===== src/hw/rtl/tlpt_pkg.sv =====
// Shared constants and control types of the two-level page table with LRU.
package tlpt_pkg;

  // Fixed field widths of the ports
  localparam int PID_IN_W = 2;
  localparam int VA_W = 32;
  localparam int PA_W = 20;
  localparam int OFFSET_W = 12;
  localparam int CFG_W = 5;

  // Reset value of the first-level split
  localparam logic [CFG_W-1:0] FLB_RESET = 5'd10;

  // Defaults of the top-level parameters
  localparam int DEF_PROCESS_COUNT = 4;
  localparam int DEF_FRAME_BITS = 8;
  localparam int DEF_VIRT_ADDR_BITS = 32;

  // Commands from the controller to the datapath
  typedef struct packed {
    logic clr_step;
    logic latch;
    logic rd_map;
    logic decide;
    logic upd_a;
    logic upd_b;
    logic upd_c;
    logic load_out;
  } tlpt_cmd_t;

  // Status from the datapath to the controller
  typedef struct packed {
    logic clr_last;
  } tlpt_status_t;

endpackage


===== src/hw/rtl/tlpt_ctrl.sv =====
// Sequencer for the clearing pass and the per-item lookup and update steps.
module tlpt_ctrl import tlpt_pkg::*; (
  input  logic         clk,
  input  logic         rst_n,
  input  logic         in_valid,
  output logic         in_ready,
  output logic         out_valid,
  input  logic         out_ready,
  input  tlpt_status_t status,
  output tlpt_cmd_t    cmd
);

  localparam logic [2:0] ST_CLEAR  = 3'd0;
  localparam logic [2:0] ST_IDLE   = 3'd1;
  localparam logic [2:0] ST_READ   = 3'd2;
  localparam logic [2:0] ST_DECIDE = 3'd3;
  localparam logic [2:0] ST_UPD_A  = 3'd4;
  localparam logic [2:0] ST_UPD_B  = 3'd5;
  localparam logic [2:0] ST_UPD_C  = 3'd6;
  localparam logic [2:0] ST_DONE   = 3'd7;

  logic [2:0] state_r, state_nxt;
  logic       out_valid_r, out_valid_nxt;

  // Decode state into commands and the next state
  always_comb begin
    cmd = '0;
    state_nxt = state_r;
    in_ready = 1'b0;
    case (state_r)
      ST_CLEAR: begin
        cmd.clr_step = 1'b1;
        if (status.clr_last) state_nxt = ST_IDLE;
      end
      ST_IDLE: begin
        in_ready = 1'b1;
        if (in_valid) begin
          cmd.latch = 1'b1;
          state_nxt = ST_READ;
        end
      end
      ST_READ: begin
        cmd.rd_map = 1'b1;
        state_nxt = ST_DECIDE;
      end
      ST_DECIDE: begin
        cmd.decide = 1'b1;
        state_nxt = ST_UPD_A;
      end
      ST_UPD_A: begin
        cmd.upd_a = 1'b1;
        state_nxt = ST_UPD_B;
      end
      ST_UPD_B: begin
        cmd.upd_b = 1'b1;
        state_nxt = ST_UPD_C;
      end
      ST_UPD_C: begin
        cmd.upd_c = 1'b1;
        state_nxt = ST_DONE;
      end
      ST_DONE: begin
        if (!out_valid_r || out_ready) begin
          cmd.load_out = 1'b1;
          state_nxt = ST_IDLE;
        end
      end
      default: state_nxt = ST_CLEAR;
    endcase
  end

  // Hold the result until taken, reload on completion
  always_comb begin
    out_valid_nxt = out_valid_r;
    if (out_ready) out_valid_nxt = 1'b0;
    if (cmd.load_out) out_valid_nxt = 1'b1;
  end

  always_ff @(posedge clk) begin
    if (!rst_n) begin
      state_r <= ST_CLEAR;
      out_valid_r <= 1'b0;
    end else begin
      state_r <= state_nxt;
      out_valid_r <= out_valid_nxt;
    end
  end

  assign out_valid = out_valid_r;

  // A completed item always shows up at the output
  a_load_shows: assert property (@(posedge clk) disable iff (!rst_n)
    cmd.load_out |=> out_valid_r)
    else $error("result not presented after load");

  // The clearing pass runs once after reset only
  a_clear_once: assert property (@(posedge clk) disable iff (!rst_n)
    (state_r != ST_CLEAR) |=> (state_r != ST_CLEAR))
    else $error("clearing pass reentered");

  // An accepted item starts its lookup in the next cycle
  a_accept_go: assert property (@(posedge clk) disable iff (!rst_n)
    (state_r == ST_IDLE && in_valid) |=> (state_r == ST_READ))
    else $error("accepted item did not start");

endmodule


===== config.mk =====
export PLATFORM = sky130hd
export DESIGN_NAME = tlpt_ctrl
export DESIGN_NICKNAME = d
export VERILOG_FILES = /design/src/hw/rtl/tlpt_pkg.sv /design/src/hw/rtl/tlpt_ctrl.sv
export SDC_FILE = /design/constraint.sdc
export NUM_CORES = 1
export LEC_CHECK = 0
export ABC_AREA = 1
export BUFFER_PORTS_ARGS = -buffer_cell sky130_fd_sc_hd__buf_2
export CAP_MARGIN = 30
export CORE_AREA = 2 2 39 41
export DETAILED_ROUTE_END_ITERATION = 7
export DIE_AREA = 0 0 41 43
export PLACE_DENSITY = 0.52
export SYNTH_ARGS = -nofsm -noshare
export SYNTH_HDL_FRONTEND = slang
export SYNTH_SLANG_ARGS = --single-unit

===== constraint.sdc =====
create_clock -name clk -period 1.3 [get_ports clk]
set_clock_uncertainty 0.2 [all_clocks]
set_input_delay 0.13 -clock clk [delete_from_list [all_inputs] [get_ports clk]]
set_output_delay 0.13 -clock clk [all_outputs]
set_load 0.01 [all_outputs]

* Word level (Yosys, flattened, before mapping)
Index checks and enable logic that the tools add are counted.
** Operators by class
- Equality and inequality tests :: 10
- Multiplexer cells :: 17
- Reductions and logical operators :: 5
** Operator list (count)
- $pmux 3 s8 :: 1
- $mux 1 :: 13
- $eq 3x3->1 const B :: 4
- $mux 3 :: 3
- $eq 3x2->1 const B :: 2
- $ne 2x2->1 const B :: 3
- $eq 3x1->1 const B :: 1
- $logic_not 3->1 :: 1
- $reduce_and 3->1 :: 1
- $reduce_bool 2->1 :: 1
- $logic_not 1->1 :: 1
- $logic_or 1x1->1 :: 1
** Storage, ports and cells
- Bits in registers :: 4
- Bits of input ports :: 5
- Output and inout port bits :: 10
- Word-level logic and storage cells :: 34

* Logic depth before layout (Yosys ltp)
Gate-level depths: netlist (run 1).
- Depth in word-level cells :: 5
- Gate-level depth with buffers :: 7
- Mapped depth without buffers :: 7

* Least setup slack after synthesis (run 1)
Ideal clock, no wire load.
- Path type :: register to output
- From :: register state_r[0]
- To :: output port cmd[0] (netlist name)
- Data arrival time :: 857 ps
- Data required time :: 970 ps
- Setup slack :: 113 ps
- Stages on the path, launching flop included :: 4
- Path buffers :: 1
- Path through :: dfxtp_1 nand2_2 nor3_1 buf_4
** RTL lines
- start: declaration :: line tlpt_ctrl.sv:22 : logic [2:0] state_r, state_nxt;
- start signal: assignment :: line tlpt_ctrl.sv:84 : state_r <= state_nxt;
- end: declaration :: line tlpt_ctrl.sv:10 : output tlpt_cmd_t cmd

==> metrics.cfg, run 1 <==
[clock_network]
clkTransAtPathRegs_ns=0.04
cts_tree=built
cts_buffers=3
h-tree-depth=1
cts_root_buffer=clkbuf_4
clk_path_buf_depth=2
insertion_delay_ns=0.24
cts.sinks=4

[drt]
avgRoutedWirePerCell_um=9.188
vias_per_cell=4.282
drcViolationCount=0
drt_iter0_drc=2
dr.pass1.iters=2
wl_um=781
vias=364
ant_nets=0

[power_and_ir_drop]
irDropWorstVdd_mv=0.5217
p_leak_nw=0.2939
pwr_density_cell_nw_per_um2=908.0

[die]
core_um2=1384
initial_core_util_pct=20.16
rows=14
die_h_um=43
io_pins=15
die-area_um2=1763
die_w_um=41

[flow_run]
max_cap_viol_count=0

[yosys]
ys_seq_area_share_pct=28.70
synthTopCellsByArea=dfxtp_1 (29%), inv_1 (15%), nor2_1 (11%), nand3_1 (7.2%), nand2_2 (4.5%)
synth_edf_count=0
ys_seq_elements=4
synth_nets=49
synth_top_cell_area_share_pct=28.70
async_flop_share_pct=0
yosysTopAreaCell=dfxtp_1
synth_cells=44
ys.flop_type=dfxtp_1
synth_common_cells=inv_1 (11), nor2_1 (8), dfxtp_1 (4), nand3_1 (4)
synth_cell_types=18
syn_area_um2=279.0
synth_area_per_cell_um2=6.341
synth_most_common_cell=inv_1
yosys_warnings=0

[sta]
final.setup.worst_slack_ns=-0.03776
tightestPinTransition_ns=0.1691
hold_violations=0
max_freq_mhz=747.5
slew_viol_final=0
rsz0062_at_grt=yes
period_share_pct=102.9
setup_viol_count_final=4
period_needed_ns=1.338
maxSlewHeadroom_pct=88.60

[place]
hpwlAfterDp_um=508.8
port_buffers=14
gp_congestion=0.7559
dpl_cell_area_um2=369.1
post-place-cells=74
dp_slack_ns=0.03170

[critical_path]
worstPathRequired_ns=0.97
path_max_fanout=6
start_kind=flop
slowest_stage=dfxtp_4
cp.arrival_ns=1.01
end_kind=output port
crit_family=flip-flops
critical_path_class=flop to output port
cp_num_buf_inv=1
slowest_delay_ns=0.38
crit_chain=nand2_4, nor3_4, buf_2

[grt]
overflow=0
gr-usage-all-layers_pct=10.33
first_global_vias=299
antenna_found_initial=0
grt_first_pass_wirelength_mm=1.145
grt_max_degree=7

[status]
outcome=finished with violations
violations=setup timing

[cells_and_area]
drive_above_1_share_pct=56.52
design_area_um2=501.7
area_delta_synth_final_pct=79.82
nets=76
post-route-util_pct=36.26
antenna_cells=0
layout.cells.non_filler=85

[worst_hold_path]
hp-class=input port to flop

what timing repair did:
item,4_1_cts,5_1_grt
setup buffers,6,1
setup endpoints to repair,9,9
endpoints found under the hold margin,4,0
hold buffers,1,0
pin swaps,3,3
gates resized for setup,9,6
layout by cell type (no fill, tap or decap):
cell	n
a211oi_1	1
a21oi_1	1
a21oi_2	1
buf_2	14
buf_4	6
buf_6	2
clkbuf_4	3
dfxtp_1	1
dfxtp_2	1
dfxtp_4	2
dlygate4sd3_1	1
inv_1	10
inv_2	1
inv_4	1
nand2_1	2
nand2_2	1
nand2_4	1
nand3_1	4
nand3_2	1
nand4_1	1
nor2_1	7
nor2_2	1
nor2_4	2
nor3_4	1
o21a_1	1
o21ai_0	1
o21ai_2	1
worst min-delay path: stages:
cell     delay [ns]
buf_2          0.11
o21ai_2        0.06
a21oi_1        0.12
nor2_1         0.05
power by group:
group	switching (W)	leakage, nW	total, W	internal, W
clock	0.0000520	0.0138	0.000155	0.000103
combinational	0.0000786	0.246	0.000146	0.0000673
sequential	0.0000189	0.0344	0.000154	0.000135
total	0.000150	0.294	0.000456	0.000306
state kept, by name (all words and copies together) (netlist names):
register	count
out_valid	1
state_r	3
final timing paths:
check | startpoint | to | cells past startpoint | slack [ns]
max | state_r[0] | cmd[0] | 3 | -0.04
min | in_valid | state_r[0] | 4 | 0.06
max reg2reg | state_r[2] | state_r[1] | 6 | 0.02
min reg2reg | state_r[0] | state_r[0] | 3 | 0.43
through the flow:
| step | hold WS [ns] | setup TNS, ns | power (W) |
|---|---|---|---|
| 6_report | 0.06358 | -0.07487 | 0.0004556 |
| 2_1_floorplan | 0.04757 | 0 | 0.0002248 |
| 3_5_place_dp | 0.1670 | 0 | 0.0002670 |
| 4_1_cts | 0.02842 | -0.2098 | 0.0004542 |
| 3_3_place_gp | 0.1599 | 0 | 0.0002652 |
| 5_1_grt | 0.06151 | -0.5457 | 0.0004885 |
cells by family (layout without fill, tap and decap cells):
group                  count (synthesis)  count (layout)  share of synthesized area [%]
AOI/OAI and AO/OA                      6               6                          15.25
buffers and inverters                 13              38                          18.83
DFF                                    4               4                          28.70
and+or+nand+nor                       21              21                          37.22
per-layer routing:
| metal | vias to the layer above | part of all wire (%) | routed length, um | global-route usage (%) |
|---|---|---|---|---|
| li1 | 187 | - | - | - |
| met1 | 168 | 40 | 315 | 10.90 |
| met2 | 9 | 54 | 418 | 15.00 |
| met3 | 0 | 6.0 | 47 | 7.853 |
| met4 | 0 | 0 | 0 | 4.000 |
| met5 | - | 0 | 0 | 0 |
cell type report:
class	count	area, um2
multi-input combinational	27	175.2
timing repair buffer	23	147.6
sequential	4	88.84
clock buffer	3	22.52
inverter	12	47.55
tap	16	20.02
fill	154	882.1
Power figures use the tool's default switching activity.
==> run 2: changes to the inputs <==
PLACE_DENSITY = not set   (was 0.52)
PLACE_DENSITY_LB_ADDON = 0.08   (was not set)
SKIP_CTS_REPAIR_TIMING = 1   (was not set)
==> run 2 against run 1 <==
Effect of this change:
- the flow still finishes with violations (setup timing)
- global-route usage down 1.2 points
- utilization fell by 1.1 points
- critical path type unchanged
- power rose by 2.0%
- non-clock buffer count decreased by 3
==> metrics.cfg, run 2 (same netlist as run 1, synthesis figures left out) <==
[cells_and_area]
mostFrequentLayoutCell=buf_2
antenna_cells=0  ; unchanged
regMostFlops=state_r
multi_input_area_um2=180.2  ; +2.9%
drive_above_1_share_pct=59.09  ; +2.6 points
regArea_um2=88.84  ; unchanged
layout.cells.non_filler=82  ; -3.5%
largest_reg_flops=3  ; unchanged
num-fill-cells=168  ; +9.1%
area_delta_synth_final_pct=74.44
post-route-util_pct=35.17  ; -1.1 points
final_cell_mix=buf_2 (13), inv_1 (8), nor2_1 (8), buf_4 (4)
nets=73  ; -3.9%

[worst_hold_path]
hp-class=input port to flop

[grt]
overflow=0  ; unchanged
gr-usage-all-layers_pct=9.127  ; -1.2 points
antenna_found_initial=0  ; unchanged
grt_max_degree=9  ; +2
first_global_vias=258  ; -14%
grt_first_pass_wirelength_mm=1.041  ; -9.1%

[die]
die-area_um2=1763  ; unchanged
die_h_um=43  ; unchanged
die_w_um=41  ; unchanged
core_um2=1384  ; unchanged
initial_core_util_pct=20.16  ; unchanged
io_pins=15  ; unchanged
rows=14  ; unchanged

[sta]
tightestPinTransition_ns=0.2186  ; +0.04948 ns
setup_tns_ns=-0.1434  ; -0.06857 ns
hold_violations=0  ; unchanged
slew_viol_final=0  ; unchanged
period_needed_ns=1.344  ; +0.006111 ns
worst_hold_slack_ns=0.04092  ; -0.02266 ns
max_freq_mhz=744.1  ; -0.45%
rsz0062_at_grt=yes
maxSlewHeadroom_pct=85.41  ; -3.2 points
setup_viol_count_final=6  ; +2
final.setup.worst_slack_ns=-0.04387  ; -0.006111 ns
period_share_pct=103.4  ; +0.47 points

[drt]
dr_wl_met3_um=34  ; -28%
top_layer=met3
avgRoutedWirePerCell_um=8.341  ; -9.2%
wl_met2_um=323  ; -23%
vias=337  ; -7.4%
drt-met1-wl_um=327  ; +3.8%
drt_iter0_drc=7  ; +5
vias_per_cell=4.110  ; -4.0%
dr.pass1.iters=3  ; +1
wl_um=684  ; -12%
drcViolationCount=0  ; unchanged
ant_nets=0  ; unchanged

[clock_network]
cts.sinks=4  ; unchanged
insertion_delay_ns=0.23  ; about the same
cts_tree=built
clkTransAtPathRegs_ns=0.04  ; about the same
clk_path_buf_depth=2  ; unchanged
h-tree-depth=1  ; unchanged
cts_root_buffer=clkbuf_4
cts_buffers=3  ; unchanged

[power_and_ir_drop]
p_leak_nw=0.2781  ; -5.4%
power.switching_w=0.0001496  ; about the same
pwr_density_cell_nw_per_um2=954.5  ; +5.1%
pwr-share-clk_pct=32.8  ; -1.3 points
switching_share_pct=32.20  ; -0.62 points
intPower_w=0.0003150  ; +2.9%
irDropWorstVdd_mv=0.5347  ; +2.5%
pwr-share-comb_pct=34.8  ; +2.8 points
power.total_w=0.0004646  ; +2.0%
pwr-share-seq_pct=32.4  ; -1.5 points

[status]
violations=setup timing
outcome=finished with violations

[critical_path]
worstPathRequired_ns=0.97  ; about the same
end_kind=output port
critical_path_class=flop to output port
cp.arrival_ns=1.01  ; about the same
path_max_fanout=4  ; -2
start_kind=flop

[place]
gp_congestion=0.6686  ; -12%
hpwlAfterDp_um=522.1  ; +2.6%
port_buffers=14  ; unchanged
post-place-cells=75  ; +1.4%

[flow_run]
max_cap_viol_count=0  ; unchanged

==> run 2: final cells by class <==
type / count / area share [%]
inverter: 12 / 9.769
clock buffer: 3 / 4.627
multi-input combinational: 27 / 37.02
timing repair buffer: 20 / 26.22
tap: 16 / 4.113
sequential: 4 / 18.25
==> run 2: worst paths after layout <==
path,from,to,slack (ns),cells past startpoint
hold reg to reg,state_r[0],state_r[2],0.34,2
hold / removal,out_ready,state_r[1],0.04,4
setup reg to reg,state_r[0],state_r[1],0.04,7
setup / recovery,state_r[0],cmd[5],-0.04,5
==> run 2: worst max-delay path: stages, from the launching register on <==
cell and delay [ns]:
dfxtp_4 0.35, buf_6 0.13, inv_2 0.06, nand3_2 0.08, inv_1 0.06, buf_2 0.12
==> run 2: per-layer routing <==
layer  vias to the layer above  GRT usage [%]
met5                         -              0
met4                         0          6.000
met3                         0          3.141
met2                         7          11.25
met1                       148          12.82
li1                        182              -
==> run 2: power groups by stage <==
stage / clock network, W / logic (W) / registers, W
floorplan: 0 / 0.0000782 / 0.000147
global placement: 0 / 0.000130 / 0.000145
detailed placement: 0 / 0.000130 / 0.000144
CTS: 0.000160 / 0.000130 / 0.000142
global route: 0.000169 / 0.000184 / 0.000153
finish: 0.000152 / 0.000162 / 0.000150
==> run 2: through the flow <==
stage,setup WS (ns),area [um2]
final,-0.04387,486.7
after global routing,-0.1164,486.7
after CTS,-0.1823,399.1
after detailed placement,0.03998,376.6
after global placement,0.03279,376.6
after floorplan,0.1131,279.0
==> run 3: changes to the inputs <==
==> constraint.sdc (replaced) <==
create_clock -name clk -period 1.3 [get_ports clk]
set_clock_uncertainty 0.2 [all_clocks]
set_input_delay 0.13 -clock clk [delete_from_list [all_inputs] [get_ports clk]]
set_output_delay 0.13 -clock clk [all_outputs]
set_load 0.02 [all_outputs]
==> run 3 against run 2 <==
Effect of this change:
- the flow still finishes with violations (setup timing)
- critical path depth decreased by 2
- global-route usage increased by 0.091 points
- non-clock buffer count shrank 2
- design area grew 6.7%
- setup slack worse by 0.030 ns
- utilization grew 2.4 points
- largest power group unchanged
- sequential share of layout area decreased by 1.1 points
- cell count fell by 2.4%
- clock-buffer cell count is the same
- clock power about the same
==> metrics.cfg, run 3 (same netlist as run 1, synthesis figures left out) <==
[status]
outcome=finished with violations
violations=setup timing

[power_and_ir_drop]
p_leak_nw=0.2717  ; -2.3%
irDropWorstVdd_mv=0.7003  ; +31%
power.total_w=0.0004983  ; +7.3%
pwr_density_cell_nw_per_um2=959.6  ; +0.54%

[clock_network]
h-tree-depth=1  ; unchanged
clk_path_buf_depth=2  ; unchanged
cts_tree=built
cts_buffers=3  ; unchanged
cts.sinks=4  ; unchanged
cts_root_buffer=clkbuf_4
insertion_delay_ns=0.23  ; about the same
clkTransAtPathRegs_ns=0.04  ; about the same

[place]
post-place-cells=75  ; unchanged
hpwlAfterDp_um=520.9  ; -0.23%
gp_congestion=0.6773  ; +1.3%
port_buffers=14  ; unchanged
dp_slack_ns=0.001363  ; -0.03862 ns

[grt]
grt_max_degree=9  ; unchanged
grt_first_pass_wirelength_mm=1.083  ; +4.0%
gr-usage-all-layers_pct=9.218  ; +0.091 points
antenna_found_initial=0  ; unchanged
first_global_vias=278  ; +7.8%
overflow=0  ; unchanged

[die]
die_h_um=43  ; unchanged
initial_core_util_pct=20.16  ; unchanged
die_w_um=41  ; unchanged
core_um2=1384  ; unchanged
die-area_um2=1763  ; unchanged
io_pins=15  ; unchanged
rows=14  ; unchanged

[cells_and_area]
post-route-util_pct=37.52  ; +2.4 points
mostFrequentLayoutCell=inv_1
final_cell_mix=inv_1 (7), nor2_1 (6), buf_6 (6), buf_4 (6), buf_2 (5)
antenna_cells=0  ; unchanged
regMostFlops=state_r
drive_above_1_share_pct=62.50  ; +3.4 points
layout.cells.non_filler=80  ; -2.4%
area_delta_synth_final_pct=86.10
largest_reg_flops=3  ; unchanged
nets=71  ; -2.7%

[sta]
tightestPinTransition_ns=0.2158  ; -0.002847 ns
period_needed_ns=1.374  ; +0.02968 ns
max_freq_mhz=728.0  ; -2.2%
rsz0062_at_grt=yes
setup_tns_ns=-0.2081  ; -0.06463 ns
period_share_pct=105.7  ; +2.3 points
slew_viol_final=0  ; unchanged
setup_viol_count_final=8  ; +2
final.setup.worst_slack_ns=-0.07356  ; -0.02968 ns
hold_violations=0  ; unchanged
maxSlewHeadroom_pct=85.60  ; +0.19 points

[critical_path]
critical_path_class=flop to output port
end_kind=output port
timing.rr.end=state_r[1]
r2r-start=state_r[2]
crit_end=cmd[0]
rr_worst_depth=6  ; -1
worstPathRequired_ns=0.97  ; about the same
path_max_fanout=6  ; +2
cp.arrival_ns=1.04  ; +0.03 ns
start_kind=flop
startpoint=state_r[0]
ff2ff_setup_slack_ns=0.05  ; about the same

[flow_run]
max_cap_viol_count=0  ; unchanged

[drt]
drt_iter0_drc=0  ; -7
avgRoutedWirePerCell_um=8.975  ; +7.6%
drcViolationCount=0  ; unchanged
dr.pass1.iters=1  ; -2
vias_per_cell=4.200  ; +2.2%
ant_nets=0  ; unchanged
vias=336  ; -0.30%
wl_um=718  ; +5.0%

[worst_hold_path]
hp-class=input port to flop

==> run 3: per-stage QoR <==
step	hold WS [ns]	cell area (um2)
final	0.03309	519.2
after global routing	0.06427	519.2
after CTS	-0.08636	399.1
after detailed placement	0.1601	376.6
after global placement	0.1636	376.6
after floorplan	0.04757	279.0
==> run 3: report_power, final <==
| part | switching (W) | leakage (nW) | internal (W) |
|---|---|---|---|
| sequential | 0.0000196 | 0.0344 | 0.000136 |
| combinational | 0.000105 | 0.223 | 0.0000881 |
| clock | 0.0000473 | 0.0138 | 0.000103 |
==> run 3: worst min path at each step <==
stage	end	cells past startpoint	slack, ns	start
3_3_place_gp	out_valid	2	0.16	rst_n
4_1_cts	out_valid	2	-0.09	rst_n
2_1_floorplan	out_valid	1	0.05	rst_n
3_5_place_dp	out_valid	2	0.16	rst_n
6_report	state_r[1]	4	0.03	out_ready
5_1_grt	state_r[1]	4	0.06	out_ready
==> run 3: critical path: stages, from the launching register on <==
cell     delay (ns)
dfxtp_4        0.39
nand2_4        0.08
nor3_4         0.20
buf_6          0.14
==> run 3: area by class of cell <==
class / count / area [um2]
clock buffers: 3 / 22.52
fillers: 150 / 864.6
well taps: 16 / 20.02
flip-flops and latches: 4 / 88.84
inverters: 12 / 50.05
repair buffers: 18 / 147.6
multi-input cells: 27 / 190.2
==> run 3: layer usage <==
layer	GRT usage, %	part of all wire, %
met2	13.13	51
met4	2.000	0
met3	6.283	6.0
met5	0	0
met1	11.18	43
